File: src/hdl/fit_policy_block_allocator_assert.svh
`ifndef FIT_POLICY_BLOCK_ALLOCATOR_ASSERT_SVH
`define FIT_POLICY_BLOCK_ALLOCATOR_ASSERT_SVH

// Condition and consequence checked at the same edge.
`define FPBA_ASSERT_SAME(label, clk, rst, ante, cons, msg) \
   label: assert property (@(posedge clk) disable iff (rst) (ante) |-> (cons)) \
      else $error(msg);

// Consequence checked at the next edge after the condition.
`define FPBA_ASSERT_NEXT(label, clk, rst, ante, cons, msg) \
   label: assert property (@(posedge clk) disable iff (rst) (ante) |=> (cons)) \
      else $error(msg);

`endif

File: src/hdl/fpba_pkg.sv
package fpba_pkg;

   localparam int BLOCK_W     = 4;
   localparam int AMOUNT_W    = 16;
   localparam int BIU_W       = 5;
   localparam int CSR_INDEX_W = 4;
   localparam int CSR_DATA_W  = 8;

   localparam logic [BIU_W-1:0] BIU_RESET = 5'd16;

   localparam logic [CSR_INDEX_W-1:0] CSR_FIT_MODE      = 4'd0;
   localparam logic [CSR_INDEX_W-1:0] CSR_BLOCKS_IN_USE = 4'd1;

   typedef enum logic {
      ACT_LOAD  = 1'b0,
      ACT_ALLOC = 1'b1
   } action_type;

   typedef enum logic [1:0] {
      FIT_FIRST = 2'd0,
      FIT_NEXT  = 2'd1,
      FIT_WORST = 2'd2,
      FIT_BEST  = 2'd3
   } fit_mode_type;

   typedef struct packed {
      action_type          action;
      logic [BLOCK_W-1:0]  block_number;
      logic [AMOUNT_W-1:0] amount;
   } req_type;

   typedef struct packed {
      logic                granted;
      logic [BLOCK_W-1:0]  chosen_block;
      logic [AMOUNT_W-1:0] left_over;
   } rsp_type;

   typedef struct packed {
      logic capture;
      logic issue;
      logic commit;
   } ctrl_cmd_type;

   typedef struct packed {
      logic req_is_load;
      logic cnt_zero;
      logic scan_last;
   } dp_status_type;

endpackage

File: src/hdl/fpba_datapath.sv
module fpba_datapath import fpba_pkg::*; #(
   parameter int NBLOCKS   = 16,
   parameter int SIZE_BITS = 16
) (
   input  logic                   clock,
   input  logic                   reset,
   input  req_type                req_data,
   output rsp_type                rsp_data,
   input  logic                   csr_valid,
   input  logic [CSR_INDEX_W-1:0] csr_index,
   input  logic [CSR_DATA_W-1:0]  csr_wdata,
   input  ctrl_cmd_type           cmd,
   output dp_status_type          status
);

   localparam int IW    = $clog2(NBLOCKS);
   localparam int CNT_W = $clog2(NBLOCKS + 1);
   localparam int CW    = (SIZE_BITS > AMOUNT_W) ? SIZE_BITS : AMOUNT_W;

   // configuration
   fit_mode_type     mode_ff, mode_in;
   logic [BIU_W-1:0] biu_ff, biu_in;

   // captured request and scan control
   action_type          act_ff, act_in;
   logic [BLOCK_W-1:0]  blk_ff, blk_in;
   logic [AMOUNT_W-1:0] amt_ff, amt_in;
   logic [CNT_W-1:0]    cnt_ff, cnt_in;
   logic [IW-1:0]       start_ff, start_in;
   logic [IW-1:0]       addr_ff, addr_in;
   logic [CNT_W-1:0]    issued_ff, issued_in;

   // compare stage
   logic                 cmp_live_ff, cmp_live_in;
   logic [IW-1:0]        cmp_idx_ff;
   logic [SIZE_BITS-1:0] rd_data_ff;
   logic                 rd_valid_ff;
   logic                 found_ff, found_in;
   logic [IW-1:0]        idx_ff, idx_in;
   logic [SIZE_BITS-1:0] hit_val_ff, hit_val_in;

   logic [IW-1:0]      rover_ff, rover_in;
   logic [NBLOCKS-1:0] valid_ff, valid_in;
   rsp_type            rsp_data_ff, rsp_data_in;

   logic [SIZE_BITS-1:0] size_mem [NBLOCKS];

   logic [CNT_W-1:0]     cnt_req;
   logic [IW-1:0]        start_req;
   logic [SIZE_BITS-1:0] cur_val;
   logic                 fits;
   logic                 take;
   logic [SIZE_BITS-1:0] left;
   logic                 blk_in_range;
   logic                 mem_we;
   logic [IW-1:0]        mem_waddr;
   logic [SIZE_BITS-1:0] mem_wdata;

   // clamp the searched block count to the table depth and pick the scan start block
   always_comb begin
      if (int'(biu_ff) > NBLOCKS) begin
         cnt_req = CNT_W'(NBLOCKS);
      end else begin
         cnt_req = CNT_W'(biu_ff);
      end
      if (mode_ff == FIT_NEXT && CNT_W'(rover_ff) < cnt_req) begin
         start_req = rover_ff;
      end else begin
         start_req = '0;
      end
   end

   assign cur_val      = rd_valid_ff ? rd_data_ff : '0;
   assign fits         = CW'(cur_val) >= CW'(amt_ff);
   assign left         = hit_val_ff - SIZE_BITS'(amt_ff);
   assign blk_in_range = int'(blk_ff) < NBLOCKS;

   always_comb begin
      case (mode_ff)
         FIT_FIRST: take = fits && !found_ff;
         FIT_NEXT:  take = fits && !found_ff;
         FIT_WORST: take = fits && (cur_val > hit_val_ff);
         FIT_BEST:  take = fits && (!found_ff || cur_val < hit_val_ff);
         default:   take = 1'b0;
      endcase
   end

   always_comb begin
      mode_in     = mode_ff;
      biu_in      = biu_ff;
      act_in      = act_ff;
      blk_in      = blk_ff;
      amt_in      = amt_ff;
      cnt_in      = cnt_ff;
      start_in    = start_ff;
      addr_in     = addr_ff;
      issued_in   = issued_ff;
      cmp_live_in = cmd.issue;
      found_in    = found_ff;
      idx_in      = idx_ff;
      hit_val_in  = hit_val_ff;
      rover_in    = rover_ff;
      valid_in    = valid_ff;
      rsp_data_in = rsp_data_ff;
      mem_we      = 1'b0;
      mem_waddr   = '0;
      mem_wdata   = '0;

      if (csr_valid) begin
         case (csr_index)
            CSR_FIT_MODE:      mode_in = fit_mode_type'(csr_wdata[1:0]);
            CSR_BLOCKS_IN_USE: biu_in  = csr_wdata[BIU_W-1:0];
            default:           ;
         endcase
      end

      if (cmd.capture) begin
         act_in     = req_data.action;
         blk_in     = req_data.block_number;
         amt_in     = req_data.amount;
         cnt_in     = cnt_req;
         start_in   = start_req;
         addr_in    = start_req;
         issued_in  = '0;
         found_in   = 1'b0;
         idx_in     = '0;
         hit_val_in = '0;
      end

      // advance the read pointer, wrap at the last searched block
      if (cmd.issue) begin
         issued_in = issued_ff + CNT_W'(1);
         if (CNT_W'(addr_ff) + CNT_W'(1) == cnt_ff) begin
            addr_in = '0;
         end else begin
            addr_in = addr_ff + IW'(1);
         end
      end

      if (cmp_live_ff && take) begin
         found_in   = 1'b1;
         idx_in     = cmp_idx_ff;
         hit_val_in = cur_val;
      end

      if (cmd.commit) begin
         case (act_ff)
            ACT_LOAD: begin
               mem_we                   = blk_in_range;
               mem_waddr                = IW'(blk_ff);
               mem_wdata                = SIZE_BITS'(amt_ff);
               rsp_data_in.granted      = blk_in_range;
               rsp_data_in.chosen_block = blk_in_range ? blk_ff : '0;
               rsp_data_in.left_over    = blk_in_range ?
                                          AMOUNT_W'(SIZE_BITS'(amt_ff)) : '0;
            end
            ACT_ALLOC: begin
               mem_we                   = found_ff;
               mem_waddr                = idx_ff;
               mem_wdata                = left;
               rsp_data_in.granted      = found_ff;
               rsp_data_in.chosen_block = found_ff ? BLOCK_W'(idx_ff) : '0;
               rsp_data_in.left_over    = found_ff ? AMOUNT_W'(left) : '0;
               // a failed next-fit search parks the rover on its start block
               if (mode_ff == FIT_NEXT && cnt_ff != '0) begin
                  rover_in = found_ff ? idx_ff : start_ff;
               end
            end
            default: ;
         endcase
         if (mem_we) begin
            valid_in[mem_waddr] = 1'b1;
         end
      end
   end

   always_ff @(posedge clock) begin
      if (reset) begin
         mode_ff     <= FIT_FIRST;
         biu_ff      <= BIU_RESET;
         rover_ff    <= '0;
         valid_ff    <= '0;
         cmp_live_ff <= 1'b0;
      end else begin
         mode_ff     <= mode_in;
         biu_ff      <= biu_in;
         rover_ff    <= rover_in;
         valid_ff    <= valid_in;
         cmp_live_ff <= cmp_live_in;
      end
   end

   always_ff @(posedge clock) begin
      act_ff      <= act_in;
      blk_ff      <= blk_in;
      amt_ff      <= amt_in;
      cnt_ff      <= cnt_in;
      start_ff    <= start_in;
      addr_ff     <= addr_in;
      issued_ff   <= issued_in;
      cmp_idx_ff  <= addr_ff;
      found_ff    <= found_in;
      idx_ff      <= idx_in;
      hit_val_ff  <= hit_val_in;
      rsp_data_ff <= rsp_data_in;
   end

   always_ff @(posedge clock) begin
      if (mem_we) begin
         size_mem[mem_waddr] <= mem_wdata;
      end
      rd_data_ff  <= size_mem[addr_ff];
      rd_valid_ff <= valid_ff[addr_ff];
   end

   assign status.req_is_load = (req_data.action == ACT_LOAD);
   assign status.cnt_zero    = (cnt_req == '0);
   assign status.scan_last   = (issued_ff + CNT_W'(1)) == cnt_ff;
   assign rsp_data           = rsp_data_ff;

endmodule

File: src/hdl/fpba_ctrl.sv
`include "fit_policy_block_allocator_assert.svh"

module fpba_ctrl import fpba_pkg::*; (
   input  logic          clock,
   input  logic          reset,
   input  logic          req_valid,
   output logic          req_ready,
   output logic          rsp_valid,
   input  logic          rsp_ready,
   input  dp_status_type status,
   output ctrl_cmd_type  cmd
);

   typedef enum logic [3:0] {
      ST_IDLE   = 4'b0001,
      ST_SCAN   = 4'b0010,
      ST_DRAIN  = 4'b0100,
      ST_COMMIT = 4'b1000
   } state_type;

   state_type state_ff, state_in;
   logic      rsp_valid_ff, rsp_valid_in;
   logic      out_free;

   assign out_free = !rsp_valid_ff || rsp_ready;

   always_comb begin
      state_in    = state_ff;
      cmd         = '0;
      req_ready   = 1'b0;
      case (state_ff)
         ST_IDLE: begin
            req_ready = 1'b1;
            if (req_valid) begin
               cmd.capture = 1'b1;
               if (status.req_is_load || status.cnt_zero) begin
                  state_in = ST_COMMIT;
               end else begin
                  state_in = ST_SCAN;
               end
            end
         end
         ST_SCAN: begin
            cmd.issue = 1'b1;
            if (status.scan_last) begin
               state_in = ST_DRAIN;
            end
         end
         // last read data is compared here
         ST_DRAIN: begin
            state_in = ST_COMMIT;
         end
         // hold until the output register can take the result
         ST_COMMIT: begin
            if (out_free) begin
               cmd.commit = 1'b1;
               state_in   = ST_IDLE;
            end
         end
         default: begin
            state_in = ST_IDLE;
         end
      endcase
   end

   always_comb begin
      if (cmd.commit) begin
         rsp_valid_in = 1'b1;
      end else if (rsp_ready) begin
         rsp_valid_in = 1'b0;
      end else begin
         rsp_valid_in = rsp_valid_ff;
      end
   end

   always_ff @(posedge clock) begin
      if (reset) begin
         state_ff     <= ST_IDLE;
         rsp_valid_ff <= 1'b0;
      end else begin
         state_ff     <= state_in;
         rsp_valid_ff <= rsp_valid_in;
      end
   end

   assign rsp_valid = rsp_valid_ff;

   `FPBA_ASSERT_NEXT(ap_accept_leaves_idle, clock, reset, !reset && req_valid && req_ready, state_ff != ST_IDLE, "accepted request did not start work")
   `FPBA_ASSERT_NEXT(ap_commit_waits, clock, reset, !reset && state_ff == ST_COMMIT && !out_free, state_ff == ST_COMMIT && rsp_valid_ff, "commit left while result still pending")
   `FPBA_ASSERT_NEXT(ap_commit_shows_result, clock, reset, !reset && cmd.commit, rsp_valid_ff && state_ff == ST_IDLE, "committed result not presented")
   `FPBA_ASSERT_SAME(ap_result_kept, clock, reset, rsp_valid_ff && !rsp_ready, !cmd.commit, "pending result overwritten")

endmodule

File: src/hdl/fit_policy_block_allocator.sv
// Channel   Ports                              Direction  Payload
// req       req_valid req_ready req_data       in         action block_number amount
// rsp       rsp_valid rsp_ready rsp_data       out        granted chosen_block left_over
// csr       csr_valid csr_ready csr_index/wdata in        0 fit_mode, 1 blocks_in_use
//
// A load is accepted, then committed into the result register.
// An allocate is accepted, scans N = min(blocks_in_use, NBLOCKS) blocks at one table
// read a cycle through the single read port of the free-size memory, compares, commits.
// An allocate with no blocks in use skips the scan and goes straight to commit like a load.
// Synchronous reset empties the table, puts the rover on block 0 and resets the CSRs.
// A new request is taken while a result waits; commit stalls until rsp is free.
module fit_policy_block_allocator import fpba_pkg::*; #(
   parameter int NBLOCKS   = 16,
   parameter int SIZE_BITS = 16
) (
   input  logic                   clock,
   input  logic                   reset,
   input  logic                   req_valid,
   output logic                   req_ready,
   input  req_type                req_data,
   output logic                   rsp_valid,
   input  logic                   rsp_ready,
   output rsp_type                rsp_data,
   input  logic                   csr_valid,
   output logic                   csr_ready,
   input  logic [CSR_INDEX_W-1:0] csr_index,
   input  logic [CSR_DATA_W-1:0]  csr_wdata
);

   ctrl_cmd_type  cmd;
   dp_status_type status;

   assign csr_ready = 1'b1;

   fpba_ctrl u_ctrl (
      .clock     (clock),
      .reset     (reset),
      .req_valid (req_valid),
      .req_ready (req_ready),
      .rsp_valid (rsp_valid),
      .rsp_ready (rsp_ready),
      .status    (status),
      .cmd       (cmd)
   );

   fpba_datapath #(
      .NBLOCKS   (NBLOCKS),
      .SIZE_BITS (SIZE_BITS)
   ) u_datapath (
      .clock     (clock),
      .reset     (reset),
      .req_data  (req_data),
      .rsp_data  (rsp_data),
      .csr_valid (csr_valid),
      .csr_index (csr_index),
      .csr_wdata (csr_wdata),
      .cmd       (cmd),
      .status    (status)
   );

endmodule

File: config.mk
export PLATFORM = sky130hd
export DESIGN_NAME = fit_policy_block_allocator
export DESIGN_NICKNAME = d
export VERILOG_FILES = /design/src/hdl/fpba_pkg.sv /design/src/hdl/fpba_datapath.sv /design/src/hdl/fpba_ctrl.sv /design/src/hdl/fit_policy_block_allocator.sv
export VERILOG_INCLUDE_DIRS = /design/src /design/src/hdl
export SDC_FILE = /design/constraint.sdc
export NUM_CORES = 1
export LEC_CHECK = 0
export ABC_AREA = 1
export BUFFER_PORTS_ARGS = -buffer_cell sky130_fd_sc_hd__buf_2
export CAP_MARGIN = 10
export CORE_AREA = 4 4 197 199
export CTS_BUF_LIST = sky130_fd_sc_hd__clkbuf_8
export CTS_CLUSTER_DIAMETER = 60
export DETAILED_ROUTE_END_ITERATION = 7
export DIE_AREA = 0 0 201 203
export PLACE_DENSITY_LB_ADDON = 0.2
export SLEW_MARGIN = 20
export SYNTH_ARGS = -nofsm -noshare
export SYNTH_HDL_FRONTEND = slang
export SYNTH_SLANG_ARGS = --single-unit
File: constraint.sdc
create_clock -name clock -period 3.7 [get_ports clock]
set_input_delay 0.74 -clock clock [delete_from_list [all_inputs] [get_ports clock]]
set_output_delay 0.74 -clock clock [all_outputs]
set_load 0.005 [all_outputs]
## Word level (Yosys, flattened, before mapping)

Memories as Yosys holds them, arrays and structs flattened. A register that Yosys moved wholly into a read port is not among the register bits.
Cells that the tools add are included.

| operators by class | value |
|---|---|
| add/sub/neg operators | 4 |
| mux-type cells | 44 |
| equality and inequality tests | 13 |
| order comparisons | 8 |
| reduce and logical (&&, ||, !) cells | 25 |
| bitwise logic cells | 3 |

Operators by type and width:

| cell | number |
|---|---|
| $mux 16 | 5 |
| $mux 4 | 14 |
| $pmux 21 s2 | 1 |
| $pmux 16 s2 | 1 |
| $ge 16x16->1 | 1 |
| $gt 16x16->1 | 1 |
| $lt 16x16->1 | 1 |
| $or 16x16->16 | 1 |
| $pmux 4 s4 | 1 |
| $sub 16x16->16 | 1 |
| $mux 5 | 3 |
| $mux 1 | 14 |
| $eq 5x5->1 | 2 |
| $lt 4x5->1 const B | 2 |
| $eq 4x1->1 const B | 2 |
| $pmux 4 s2 | 1 |
| $logic_and 1x1->1 | 7 |
| $reduce_and 2->1 | 3 |
| $reduce_and 3->1 | 2 |
| $reduce_bool 2->1 | 3 |
| $add 4x1->5 const B | 1 |
| $add 5x1->5 const B | 1 |
| $gt 5x5->1 const B | 1 |
| $logic_not 5->1 | 1 |
| other kinds (21) | 27 |

| storage, ports and cells | value |
|---|---|
| memories | 1 |
| RAM bits | 256 |
| logic and storage cells | 120 |
| register bits after elaboration | 119 |

Memory list:

| name | words | width | read ports | clocked after memory_dff | wr ports | RTL line | source |
|---|---|---|---|---|---|---|---|
| u_datapath.size_mem | 16 | 16 | 1 | 1 | 1 | fpba_datapath.sv:46 | `logic [SIZE_BITS-1:0] size_mem [NBLOCKS];` |

## Longest topological paths before layout

Gate-level depths: netlist of run 1.

| logic depth | value |
|---|---|
| depth after elaboration | 10 |
| mapped depth | 19 |
| mapped depth without buffers | 19 |

## By module

A second synthesis of run 1 with hierarchy kept.

| unflattened totals | value |
|---|---|
| cell total of the unflattened synthesis | 1,497 |
| area total of the unflattened synthesis | 17,201.5 µm² |

Modules (own cells, without submodules):

| module | seq. area each (µm²) | area each (µm²) | cells each | instances |
|---|---|---|---|---|
| fpba_datapath | 11,090.6 | 16,877.4 | 1,449 | 1 |
| fpba_ctrl | 100.1 | 312.8 | 46 | 1 |
| fit_policy_block_allocator | 0.0 | 11.3 | 2 | 1 |

## Worst setup path before layout of run 1

No wires, ideal clock.

| timing | value |
|---|---|
| path type | reg-to-reg |
| from | reg u_ctrl.state_ff[2] |
| to | reg u_datapath.hit_val_ff[0] (enable) |
| clock period less this slack | 3.270 ns |
| required time | 3.323 ns |
| slack | 0.430 ns |
| stages on the path, launching flop included | 8 |
| path buffers | 0 |
| setup time | 0.377 ns |
| arrival time | 2.893 ns |
| cells stage by stage | dfxtp_1 nor2_1 inv_1 nor3_1 inv_1 nor2_1 inv_1 nand2_1 |

RTL lines:

| item | RTL line | source |
|---|---|---|
| start: declaration | fpba_ctrl.sv:21 | `state_type state_ff, state_in;` |
| start signal: assignment | fpba_ctrl.sv:81 | `state_ff <= state_in;` |
| end signal: assignment | fpba_datapath.sv:204 | `hit_val_ff <= hit_val_in;` |
| end: declaration | fpba_datapath.sv:40 | `logic [SIZE_BITS-1:0] hit_val_ff, hit_val_in;` |

## Worst setup path in the final report of run 1

| timing | value |
|---|---|
| from | reg u_datapath.hit_val_ff[0] |
| to | mem u_datapath.size_mem[14][6], data pin |

| on the way | value |
|---|---|
| longest elaborated chain between the ends | 3 |

Ends and longest elaborated chain:

| item | RTL line | source |
|---|---|---|
| $sub 16x16->16 | fpba_datapath.sv:75 | `assign left = hit_val_ff - SIZE_BITS'(amt_ff);` |
| $pmux 16 s2 | fpba_datapath.sv:147 | `case (act_ff)` |
| $mux 16 | fpba_datapath.sv:146 | `if (cmd.commit) begin` |
| net u_datapath.mem_wdata[6] | fpba_datapath.sv:57 | `logic [SIZE_BITS-1:0] mem_wdata;` |
| end: declaration | fpba_datapath.sv:46 |  |

The timed path passes the listed nets, and every way through them passes these cells.

==> summary.txt, run 1 <==
Hold path
  • Class of the most critical hold timing path: input pin to flop
  • Origin of the worst min-delay path: req_data[9]

Critical path
  • Buffers plus inverters on the worst setup path: 3
  • Cell breakdown of the critical path: inv_1 -> ha_1 -> inv_1 -> fa_1 -> nand2_1 -> nand2_1 -> nand2_1 -> nand2_1 -> a21oi_1 -> buf_4 -> xor2_1 -> nand2_1 -> o21ai_0 -> nor2_1
  • Startpoint of the most critical setup path: u_datapath.hit_val_ff[0]$_SDFFCE_PN0P_
  • Largest driver fanout on the critical path: 16
  • Type of the worst setup path: flop to flop
  • Family with the most delay on the worst path: simple AND/OR/NAND/NOR gates
  • R2r startpoint: u_datapath.hit_val_ff[0]$_SDFFCE_PN0P_
  • Highest-delay cell along the critical path: sky130_fd_sc_hd__nor2_1
  • Cell type with the highest occurrence count on the critical path: sky130_fd_sc_hd__nand2_1
  • Crit-path max cell delay: ~780 ps
  • CP arrival: between 3000 and 4000 ps
  • Data required time of the worst path: between 3000 and 4000 ps
  • Critical Path Source Type: flop
  • Nature of the critical path endpoint: flop

Final layout
  • Area taken by flip-flops and latches: 11200 sq um
  • Fraction of layout instances using a drive strength above 1: 14.5%
  • Most common cell after layout, fill and taps aside: sky130_fd_sc_hd__edfxtp_1
  • Number of antenna diodes: 0
  • Footprint of the multi-input gates: 4870 sq um
  • Final-stage net count: about 1700
  • Relative area change from synthesis to final layout: 13.5%
  • Final-layout fill cell count: 3319
  • Commonest cells after routing, fill and taps aside: 336 x sky130_fd_sc_hd__edfxtp_1, 240 x sky130_fd_sc_hd__nand2_1, 185 x sky130_fd_sc_hd__nor2_1, 163 x sky130_fd_sc_hd__inv_1, 106 x sky130_fd_sc_hd__o21ai_0

Die
  • Die area: 40800 sq um
  • Vertical die dimension: 203 um
  • Standard-cell row count: 71
  • I/O pin count: 62
  • Core Region: 37200 sq um
  • Horizontal die dimension: between 200 and 250 um
  • Effective utilization at floorplan: 45.3%

Yosys
  • Gate count after technology mapping: 1535
  • Post-synth EDFFs: 336
  • Synthesized area: 16800 sq um
  • Sequential cell area fraction in the yosys report: approximately 66%
  • Number of synthesized register bits: 391
  • Post-Synthesis Mean Instance Area: roughly 11 sq um
  • Most used flip-flop cell after synthesis: sky130_fd_sc_hd__edfxtp_1
  • Syn nets: 1622
  • Post-synth ARST share: 0%
  • Synthesis Warnings: 0
  • Number of distinct library cells after synthesis: 45

Clock tree
  • H-tree depth: 3
  • Clock-pin slew reported for the worst setup and hold paths after clock tree synthesis: 60 ps
  • Clock tree from TritonCTS: yes
  • Setup fix buffers added after clock tree synthesis: 0
  • Sink Count: 391
  • Inserted Clock Buffers: 67
  • Hold bufs inserted after CTS: 0
  • Clock latency on the worst-skew pair: around 610 ps
  • Clock Root Buffer: sky130_fd_sc_hd__clkbuf_8
  • Number of buffers on the longest clock path: 3
  • Post-cts gate resize count: 0

Global routing
  • Maximum number of pins on one net before global-route repair: 86
  • Vias in the first global route: around 11000
  • Overall track demand over capacity in global routing: 20.3%
  • First-pass GRT wire length: 64.7 mm
  • Global-route congestion overflow total: 0
  • Initial antenna violation count: 1

Power
  • Switching pwr: 0.00275 W
  • Clock power share: between 30% and 40%
  • Internal power: 0.00738 W
  • Worst supply voltage drop on vdd: 0.000207 V
  • Power density relative to cell area: 529 nW/um^2
  • Switching share of total power: 27.1%
  • Part of the power in registers: 49.4%
  • Static Leak: between 7 and 8 nW
  • Part of the power in combinational logic: 13.9%

Flow run
  • Max-capacitance violation count: 0

Timing
  • Max transition margin: around 36%
  • Slew at the pin closest to its max-slew limit: 953 ps
  • Pins over their slew limit: 0
  • Setup violations, final: 0
  • WHS: roughly 300 ps
  • Final Skew: 24.5 ps
  • Hold violation count in the final report: 0
  • Min Tclk post-route: 3250 ps
  • RSZ-0062 raised after global routing: false
  • Setup TNS after final layout: 0 ps
  • Share of the clock period used by the worst path after layout: just under 90%
  • Fmax: 0.307 GHz

Routing
  • Count of vias placed by the detailed router: 11500
  • Total DRC errors in the routed layout: 0
  • Via density: 5.35
  • Number of detailed-route iterations in the first pass: 5
  • Routed wire per std cell: 19.1 um
  • Routed Antenna Nets: 0
  • Number of violations reported at the end of detailed-routing iteration 0: around 1100
  • Total wire length after detailed routing: roughly 41 mm

Place
  • Number of buffers inserted by port buffering: 57
  • Routability-driven placement congestion ratio: 0.844
  • Half-perimeter wire length after detailed placement: about 26 mm

Run status
  • Result of the run: finished, final reports clean
final timing paths:
check / endpoint / slack [ps] / cells after the start
max: u_datapath.size_mem[14][6]$_DFFE_PP_ / 450 / 14
min reg2reg: u_datapath.valid_ff[9]$_SDFFE_PP0P_ / 460 / 2
min: u_datapath.amt_ff[9]$_DFFE_PP_ / 300 / 1
max reg2reg: u_datapath.size_mem[14][6]$_DFFE_PP_ / 450 / 14
per-layer routing:
layer / global-route usage, % / part of all wire, % / wire length [um]
met1: 28.0 / 45 / 18500
met2: 32.8 / 47 / 19200
met3: 4.17 / 6.6 / 2740
met4: 6.29 / 1.8 / 735
met5: 0 / 0.019 / 8
logic make-up after synthesis:
group / synth area share, %
compound gates: 10.0
other cells: 0.0223
xor+xnor: 0.728
fa+ha+maj: 3.68
buf+inv: 4.97
flops: 66.4
simple gates: 14.1
area by class of cell:
cell class | instances | share of cell area, %
Sequential cell | 391 | 58.5
Multi-Input combinational cell | 930 | 25.5
Clock buffer | 69 | 4.97
Timing Repair Buffer | 104 | 3.47
Tap cell | 474 | 3.10
Inverter | 145 | 2.86
Clock inverter | 46 | 1.61
sequential cells by signal, summed over array words and instances (netlist names), 2 cells and up:
signal / flops
u_datapath.start_ff: 4
u_datapath.size_mem: 256
u_datapath.addr_ff: 4
u_datapath.amt_ff: 16
u_datapath.mode_ff: 2
u_datapath.valid_ff: 16
u_datapath.idx_ff: 4
u_datapath.cmp_idx_ff: 4
u_datapath.rover_ff: 4
u_datapath.issued_ff: 5
u_datapath.rd_data_ff: 16
u_datapath.blk_ff: 4
u_datapath.cnt_ff: 5
u_datapath.biu_ff: 5
u_datapath.rsp_data: 21
u_ctrl.state_ff: 4
u_datapath.hit_val_ff: 16
stage by stage:
stage | instance area (sq um) | utilization, % | total power, W | instances | setup WS (ps)
2_1_floorplan | 16800 | - | 0.00603 | 1535 | 430
3_3_place_gp | 17900 | 48.0 | 0.00648 | 2044 | 374
3_5_place_dp | 17900 | 48.0 | 0.00650 | 2044 | 331
4_1_cts | 19100 | 51.4 | 0.0102 | 2159 | 298
5_1_grt | 19100 | 51.4 | 0.0106 | 2159 | 94.9
6_report | 19100 | 51.4 | 0.0101 | 2159 | 445
cell usage after synthesis, types with 9 or more instances:
library cell / instances / area [sq um]
sky130_fd_sc_hd__a21oi_1: 99 / 495
sky130_fd_sc_hd__a221oi_1: 22 / 193
sky130_fd_sc_hd__clkbuf_1: 51 / 191
sky130_fd_sc_hd__dfxtp_1: 55 / 1100
sky130_fd_sc_hd__edfxtp_1: 336 / 10100
sky130_fd_sc_hd__ha_1: 48 / 601
sky130_fd_sc_hd__inv_1: 137 / 514
sky130_fd_sc_hd__nand2_1: 240 / 901
sky130_fd_sc_hd__nand3_1: 59 / 295
sky130_fd_sc_hd__nand4_1: 24 / 150
sky130_fd_sc_hd__nor2_1: 205 / 769
sky130_fd_sc_hd__nor2_2: 18 / 113
sky130_fd_sc_hd__o21ai_0: 106 / 531
sky130_fd_sc_hd__o21ai_1: 19 / 95.1
sky130_fd_sc_hd__o221ai_1: 12 / 105
sky130_fd_sc_hd__o22ai_1: 23 / 144
sky130_fd_sc_hd__xor2_1: 9 / 78.8
power by group through the flow:
stage               Sequential [W]  Combinational (W)  Clock, W
global route               0.00502            0.00161   0.00402
finish                     0.00501            0.00141   0.00371
floorplan                  0.00506           0.000971         0
CTS                        0.00500            0.00142   0.00381
detailed placement         0.00509            0.00141         0
global placement           0.00509            0.00138         0
Power figures use the tool's default switching activity.
==> run 2, diff against run 1 <==
--- a/config.mk
+++ b/config.mk
@@ -7,13 +7,13 @@
 export NUM_CORES = 1
 export LEC_CHECK = 0
 export ABC_AREA = 1
-export BUFFER_PORTS_ARGS = -buffer_cell sky130_fd_sc_hd__buf_2
 export CAP_MARGIN = 10
 export CORE_AREA = 4 4 197 199
 export CTS_BUF_LIST = sky130_fd_sc_hd__clkbuf_8
 export CTS_CLUSTER_DIAMETER = 60
 export DETAILED_ROUTE_END_ITERATION = 7
 export DIE_AREA = 0 0 201 203
+export DONT_BUFFER_PORTS = 1
 export PLACE_DENSITY_LB_ADDON = 0.2
 export SLEW_MARGIN = 20
 export SYNTH_ARGS = -nofsm -noshare
==> run 2 against run 1 <==
  * Setup slack improved by 3.2 ps
  * Clock power increased by 1%
  * Clock-buffer cell count increased by 14
  * Critical endpoint is now u_datapath.size_mem[7][10]$_DFFE_PP_
  * Critical path depth increased by 3
  * Sequential share of layout area increased by 0.54 points
  * Total power increased by 0.18%
  * Flip-flop and latch count unchanged
  * Critical path type unchanged
  * First-iteration DRC count decreased by 22%
  * Sequential power about the same
==> summary.txt, run 2 (same netlist as run 1, synthesis figures left out) <==
Die
  • Core Region: 37200 sq um
  • Effective utilization at floorplan: 45.3%
  • Die area: 40800 sq um
  • Standard-cell row count: between 70 and 80
  • Horizontal die dimension: 201 um
  • I/O pin count: 62
  • Vertical die dimension: roughly 200 um

Routing
  • Number of detailed-route iterations in the first pass: 6
  • Routed wire per std cell: 19.7 um
  • Routed Antenna Nets: 0
  • Total DRC errors in the routed layout: 0
  • Count of vias placed by the detailed router: 11300
  • Total wire length after detailed routing: 41.7 mm
  • Number of violations reported at the end of detailed-routing iteration 0: 856
  • Via density: 5.37

Hold path
  • Class of the most critical hold timing path: input pin to flop

Final layout
  • Fraction of layout instances using a drive strength above 1: 12.3%
  • Final-layout fill cell count: 3272
  • Number of flip-flops under the largest register name: between 200 and 300
  • Final-stage net count: 1672
  • Relative area change from synthesis to final layout: 12.5%
  • Area taken by flip-flops and latches: around 11000 sq um
  • Footprint of the multi-input gates: 4860 sq um
  • Number of antenna diodes: 0
  • Commonest cells after routing, fill and taps aside: 336 x sky130_fd_sc_hd__edfxtp_1, 240 x sky130_fd_sc_hd__nand2_1, 188 x sky130_fd_sc_hd__nor2_1, 158 x sky130_fd_sc_hd__inv_1, 106 x sky130_fd_sc_hd__o21ai_0
  • Most common cell after layout, fill and taps aside: sky130_fd_sc_hd__edfxtp_1
  • Most flop-heavy register: u_datapath.size_mem

Timing
  • Fmax: 0.308 GHz
  • Setup violations, final: 0
  • Final Skew: 35.6 ps
  • Final setup margin: 449 ps
  • Min Tclk post-route: 3250 ps
  • Setup TNS after final layout: 0 ps
  • RSZ-0062 raised after global routing: false
  • Hold violation count in the final report: 0
  • Max transition margin: between 20% and 30%
  • Slew at the pin closest to its max-slew limit: 1070 ps
  • Pins over their slew limit: 0
  • Share of the clock period used by the worst path after layout: 87.9%

Place
  • DP Worst Slack: between 400 and 500 ps
  • Routability-driven placement congestion ratio: 0.863
  • Number of buffers inserted by port buffering: 0
  • Half-perimeter wire length after detailed placement: 25.9 mm

Clock tree
  • Number of buffers on the longest clock path: 3
  • Hold bufs inserted after CTS: 0
  • Clock Root Buffer: sky130_fd_sc_hd__clkbuf_8
  • Setup fix buffers added after clock tree synthesis: 0
  • H-tree depth: 3
  • Inserted Clock Buffers: 66
  • Sink Count: 391
  • Post-cts gate resize count: 0
  • Clock tree from TritonCTS: yes
  • Clock-pin slew reported for the worst setup and hold paths after clock tree synthesis: 60 ps
  • Clock latency on the worst-skew pair: 610 ps

Global routing
  • Vias in the first global route: 11200
  • Overall track demand over capacity in global routing: 20.2%
  • First-pass GRT wire length: 63.8 mm
  • Initial antenna violation count: 0
  • Maximum number of pins on one net before global-route repair: 141
  • Global-route congestion overflow total: 0

Critical path
  • Critical Path Source Type: flop
  • Type of the worst setup path: flop to flop
  • CP arrival: 3520 ps
  • Largest driver fanout on the critical path: 16
  • Data required time of the worst path: 3970 ps
  • Nature of the critical path endpoint: flop

Flow run
  • Max-capacitance violation count: 0

Run status
  • Result of the run: finished, final reports clean

Power
  • Worst supply voltage drop on vdd: 0.000201 V
  • Power density relative to cell area: 535 nW/um^2
  • Static Leak: between 7 and 8 nW
## run 2: metrics by stage
step           util, %  power [W]  hold slack (ps)  area [sq um]  instances
6_report          50.9     0.0101              205         18900       2112
5_1_grt           50.9     0.0107              173         18900       2112
4_1_cts           50.9     0.0103              157         18900       2112
3_5_place_dp      47.4    0.00646              452         17600       1991
3_3_place_gp      47.4    0.00644              446         17600       1991
2_1_floorplan        -    0.00603              343         16800       1535
## run 2: worst paths after layout
kind,end,startpoint,slack [ps],cells after the start
setup / recovery,u_datapath.size_mem[7][10]$_DFFE_PP_,u_datapath.hit_val_ff[0]$_SDFFCE_PN0P_,450,17
hold / removal,u_datapath.cmp_live_ff$_SDFF_PP0_,reset,200,1
setup reg to reg,u_datapath.size_mem[7][10]$_DFFE_PP_,u_datapath.hit_val_ff[0]$_SDFFCE_PN0P_,450,17
hold reg to reg,u_datapath.valid_ff[9]$_SDFFE_PP0P_,u_datapath.valid_ff[9]$_SDFFE_PP0P_,460,2
## run 2: where the power goes
part	switching (W)	internal [W]	total, W
logic	0.000926	0.000426	0.00135
clock network	0.00173	0.00204	0.00376
registers	0.000104	0.00492	0.00503
total	0.00276	0.00739	0.0101
## run 2: worst max-delay path, cell delays in order (launching register included)
cell,delay (ps)
sky130_fd_sc_hd__edfxtp_1,400
sky130_fd_sc_hd__inv_1,70
sky130_fd_sc_hd__ha_1,140
sky130_fd_sc_hd__inv_1,60
sky130_fd_sc_hd__fa_1,380
sky130_fd_sc_hd__nand2_1,90
sky130_fd_sc_hd__nand2_1,60
sky130_fd_sc_hd__nand2_1,70
sky130_fd_sc_hd__nand2_1,70
sky130_fd_sc_hd__a21oi_1,140
sky130_fd_sc_hd__buf_4,160
sky130_fd_sc_hd__inv_2,40
sky130_fd_sc_hd__nand2_1,40
sky130_fd_sc_hd__nand2_1,70
sky130_fd_sc_hd__xnor2_1,130
sky130_fd_sc_hd__nand2_1,50
sky130_fd_sc_hd__o21ai_0,180
sky130_fd_sc_hd__nor2_1,760
## run 2: final cells by class
type,count,share of cell area (%)
inverters,145,2.89
well taps,474,3.13
clock buffers,83,6.03
clock inverters,38,0.944
repair buffers,51,2.28
flip-flops and latches,391,59.1
multi-input cells,930,25.7
## run 2: per-layer routing
layer | vias up | track usage [%] | part of all wire (%)
li1 | 5470 | - | -
met3 | 74 | 3.56 | 5.5
met4 | 0 | 7.94 | 3.0
met2 | 323 | 33.0 | 47
met1 | 5469 | 27.0 | 44
met5 | - | 0 | 0
==> run 3, diff against run 2 <==
--- a/config.mk
+++ b/config.mk
@@ -7,13 +7,13 @@
 export NUM_CORES = 1
 export LEC_CHECK = 0
 export ABC_AREA = 1
-export CAP_MARGIN = 10
+export BUFFER_PORTS_ARGS = -buffer_cell sky130_fd_sc_hd__buf_2
+export CAP_MARGIN = 25
 export CORE_AREA = 4 4 197 199
 export CTS_BUF_LIST = sky130_fd_sc_hd__clkbuf_8
 export CTS_CLUSTER_DIAMETER = 60
 export DETAILED_ROUTE_END_ITERATION = 7
 export DIE_AREA = 0 0 201 203
-export DONT_BUFFER_PORTS = 1
 export PLACE_DENSITY_LB_ADDON = 0.2
 export SLEW_MARGIN = 20
 export SYNTH_ARGS = -nofsm -noshare
==> run 3 against run 2 <==
  * Via count is 2.1% higher
  * Global-route usage is 0.16 points higher
  * Critical path type unchanged
  * Worst hold slack better by 100 ps
  * Design area is 0.96% higher
  * Core utilization is 0.49 points higher
  * Maximum frequency is 5.2% higher
==> summary.txt, run 3 (same netlist as run 1, synthesis figures left out) <==
Timing
  • Hold violation count in the final report: 0
  • RSZ-0062 raised after global routing: false
  • Max transition margin: 38.4%
  • Share of the clock period used by the worst path after layout: 83.6%
  • Final Skew: roughly 24 ps
  • Setup violations, final: 0
  • Min Tclk post-route: 3090 ps
  • Slew at the pin closest to its max-slew limit: around 900 ps
  • Fmax: 0.323 GHz
  • Pins over their slew limit: 0
  • Setup TNS after final layout: 0 ps

Critical path
  • Critical Path Source Type: flop
  • Type of the worst setup path: flop to flop
  • Buffers plus inverters on the worst setup path: 3
  • R2r startpoint: u_datapath.hit_val_ff[0]$_SDFFCE_PN0P_
  • Highest-delay cell along the critical path: sky130_fd_sc_hd__nor2_2
  • CP arrival: 3390 ps
  • Family with the most delay on the worst path: simple AND/OR/NAND/NOR gates
  • Data required time of the worst path: 4000 ps
  • Cell breakdown of the critical path: inv_1 -> ha_1 -> inv_1 -> fa_1 -> nand2_1 -> nand2_1 -> nand2_1 -> nand2_1 -> a21oi_1 -> inv_2 -> nand2_1 -> nand2_1 -> nand2_1 -> nand2_1 -> nand2_1 -> nand2_1 -> nand2_1 -> o21ai_1 -> nor2_2
  • Cell type with the highest occurrence count on the critical path: sky130_fd_sc_hd__nand2_1
  • Startpoint of the most critical setup path: u_datapath.hit_val_ff[0]$_SDFFCE_PN0P_
  • Crit-path max cell delay: 560 ps
  • Largest driver fanout on the critical path: 16
  • Nature of the critical path endpoint: flop

Run status
  • Result of the run: finished, final reports clean

Global routing
  • Overall track demand over capacity in global routing: 20.3%
  • Global-route congestion overflow total: 0
  • Vias in the first global route: 11400
  • Initial antenna violation count: 1
  • First-pass GRT wire length: 64.7 mm
  • Maximum number of pins on one net before global-route repair: between 80 and 90

Routing
  • Routed wire per std cell: 19.1 um
  • Number of detailed-route iterations in the first pass: 5
  • Via density: 5.36
  • Routed Antenna Nets: 0
  • Total DRC errors in the routed layout: 0
  • Total wire length after detailed routing: 41.3 mm
  • Count of vias placed by the detailed router: 11600
  • Number of violations reported at the end of detailed-routing iteration 0: 1047

Final layout
  • Most common cell after layout, fill and taps aside: sky130_fd_sc_hd__edfxtp_1
  • Final-layout fill cell count: 3318
  • Most flop-heavy register: u_datapath.size_mem
  • Relative area change from synthesis to final layout: 13.6%
  • Footprint of the multi-input gates: 4870 sq um
  • Number of flip-flops under the largest register name: around 260
  • Area taken by flip-flops and latches: 11200 sq um
  • Commonest cells after routing, fill and taps aside: 336 x sky130_fd_sc_hd__edfxtp_1, 240 x sky130_fd_sc_hd__nand2_1, 185 x sky130_fd_sc_hd__nor2_1, 163 x sky130_fd_sc_hd__inv_1, 106 x sky130_fd_sc_hd__o21ai_0
  • Fraction of layout instances using a drive strength above 1: between 10 and 15%
  • Number of antenna diodes: 0
  • Final-stage net count: 1727

Clock tree
  • Inserted Clock Buffers: between 60 and 70
  • H-tree depth: 3
  • Clock latency on the worst-skew pair: 610 ps
  • Setup fix buffers added after clock tree synthesis: 0
  • Clock Root Buffer: sky130_fd_sc_hd__clkbuf_8
  • Post-cts gate resize count: 0
  • Number of buffers on the longest clock path: 3
  • Sink Count: 391
  • Hold bufs inserted after CTS: 0
  • Clock-pin slew reported for the worst setup and hold paths after clock tree synthesis: 60 ps
  • Clock tree from TritonCTS: yes

Die
  • Standard-cell row count: 71
  • Horizontal die dimension: 201 um
  • Effective utilization at floorplan: 45.3%
  • Die area: just over 40000 sq um
  • I/O pin count: 62
  • Vertical die dimension: 203 um
  • Core Region: 37200 sq um

Hold path
  • Origin of the worst min-delay path: req_data[9]
  • Class of the most critical hold timing path: input pin to flop

Place
  • Number of buffers inserted by port buffering: 57
  • Routability-driven placement congestion ratio: roughly 0.84
  • Half-perimeter wire length after detailed placement: approximately 26 mm

Power
  • Static Leak: 7.37 nW
  • Total power of the final layout: 0.0101 W
  • Worst supply voltage drop on vdd: roughly 0.00021 V
  • Power density relative to cell area: 529 nW/um^2

Flow run
  • Max-capacitance violation count: 0
[run 3: cell count changes in the layout (fill, tap and decap cells not counted), sizes merged]
cell      before  now
clkbuf        83   69
clkinv        13   11
buf           51  105
clkinvlp       1    2
bufinv         0    4
inv          169  174
[run 3: power breakdown]
part / internal [W] / total [W] / switching [W]
Sequential: 0.00492 / 0.00501 / 0.0000813
Combinational: 0.000442 / 0.00141 / 0.000967
Clock: 0.00201 / 0.00371 / 0.00170
[run 3: path summary, 6_finish.rpt]
| path | slack [ps] | to | depth (start not counted) |
|---|---|---|---|
| setup / recovery | 610 | u_datapath.size_mem[10][12]$_DFFE_PP_ | 19 |
| hold / removal | 310 | u_datapath.amt_ff[9]$_DFFE_PP_ | 1 |
| setup reg to reg | 610 | u_datapath.size_mem[10][12]$_DFFE_PP_ | 19 |
| hold reg to reg | 460 | u_datapath.valid_ff[9]$_SDFFE_PP0P_ | 2 |
[run 3: stage by stage]
stage	hold slack (ps)	cell area [sq um]	setup WS, ps	cells	util [%]
2_1_floorplan	343	16800	430	1535	-
5_1_grt	271	19100	284	2160	51.4
6_report	307	19100	608	2160	51.4
4_1_cts	262	19100	298	2159	51.4
3_5_place_dp	446	17900	331	2044	48.0
3_3_place_gp	446	17900	374	2044	48.0
[run 3: area by class of cell]
class,instances,share of cell area (%)
clock buffer,69,4.96
clock inverter,46,1.61
inverter,145,2.86
multi-input combinational,930,25.5
sequential,391,58.5
tap,474,3.10
timing repair buffer,105,3.51
[run 3: per-layer routing]
metal  GRT usage [%]  wire [um]  vias to the layer above
met5               0          8                        -
li1                -          -                     5569
met4            6.29        729                        2
met1            28.0      18600                     5588
met2            32.8      19300                      363
met3            4.17       2680                       55
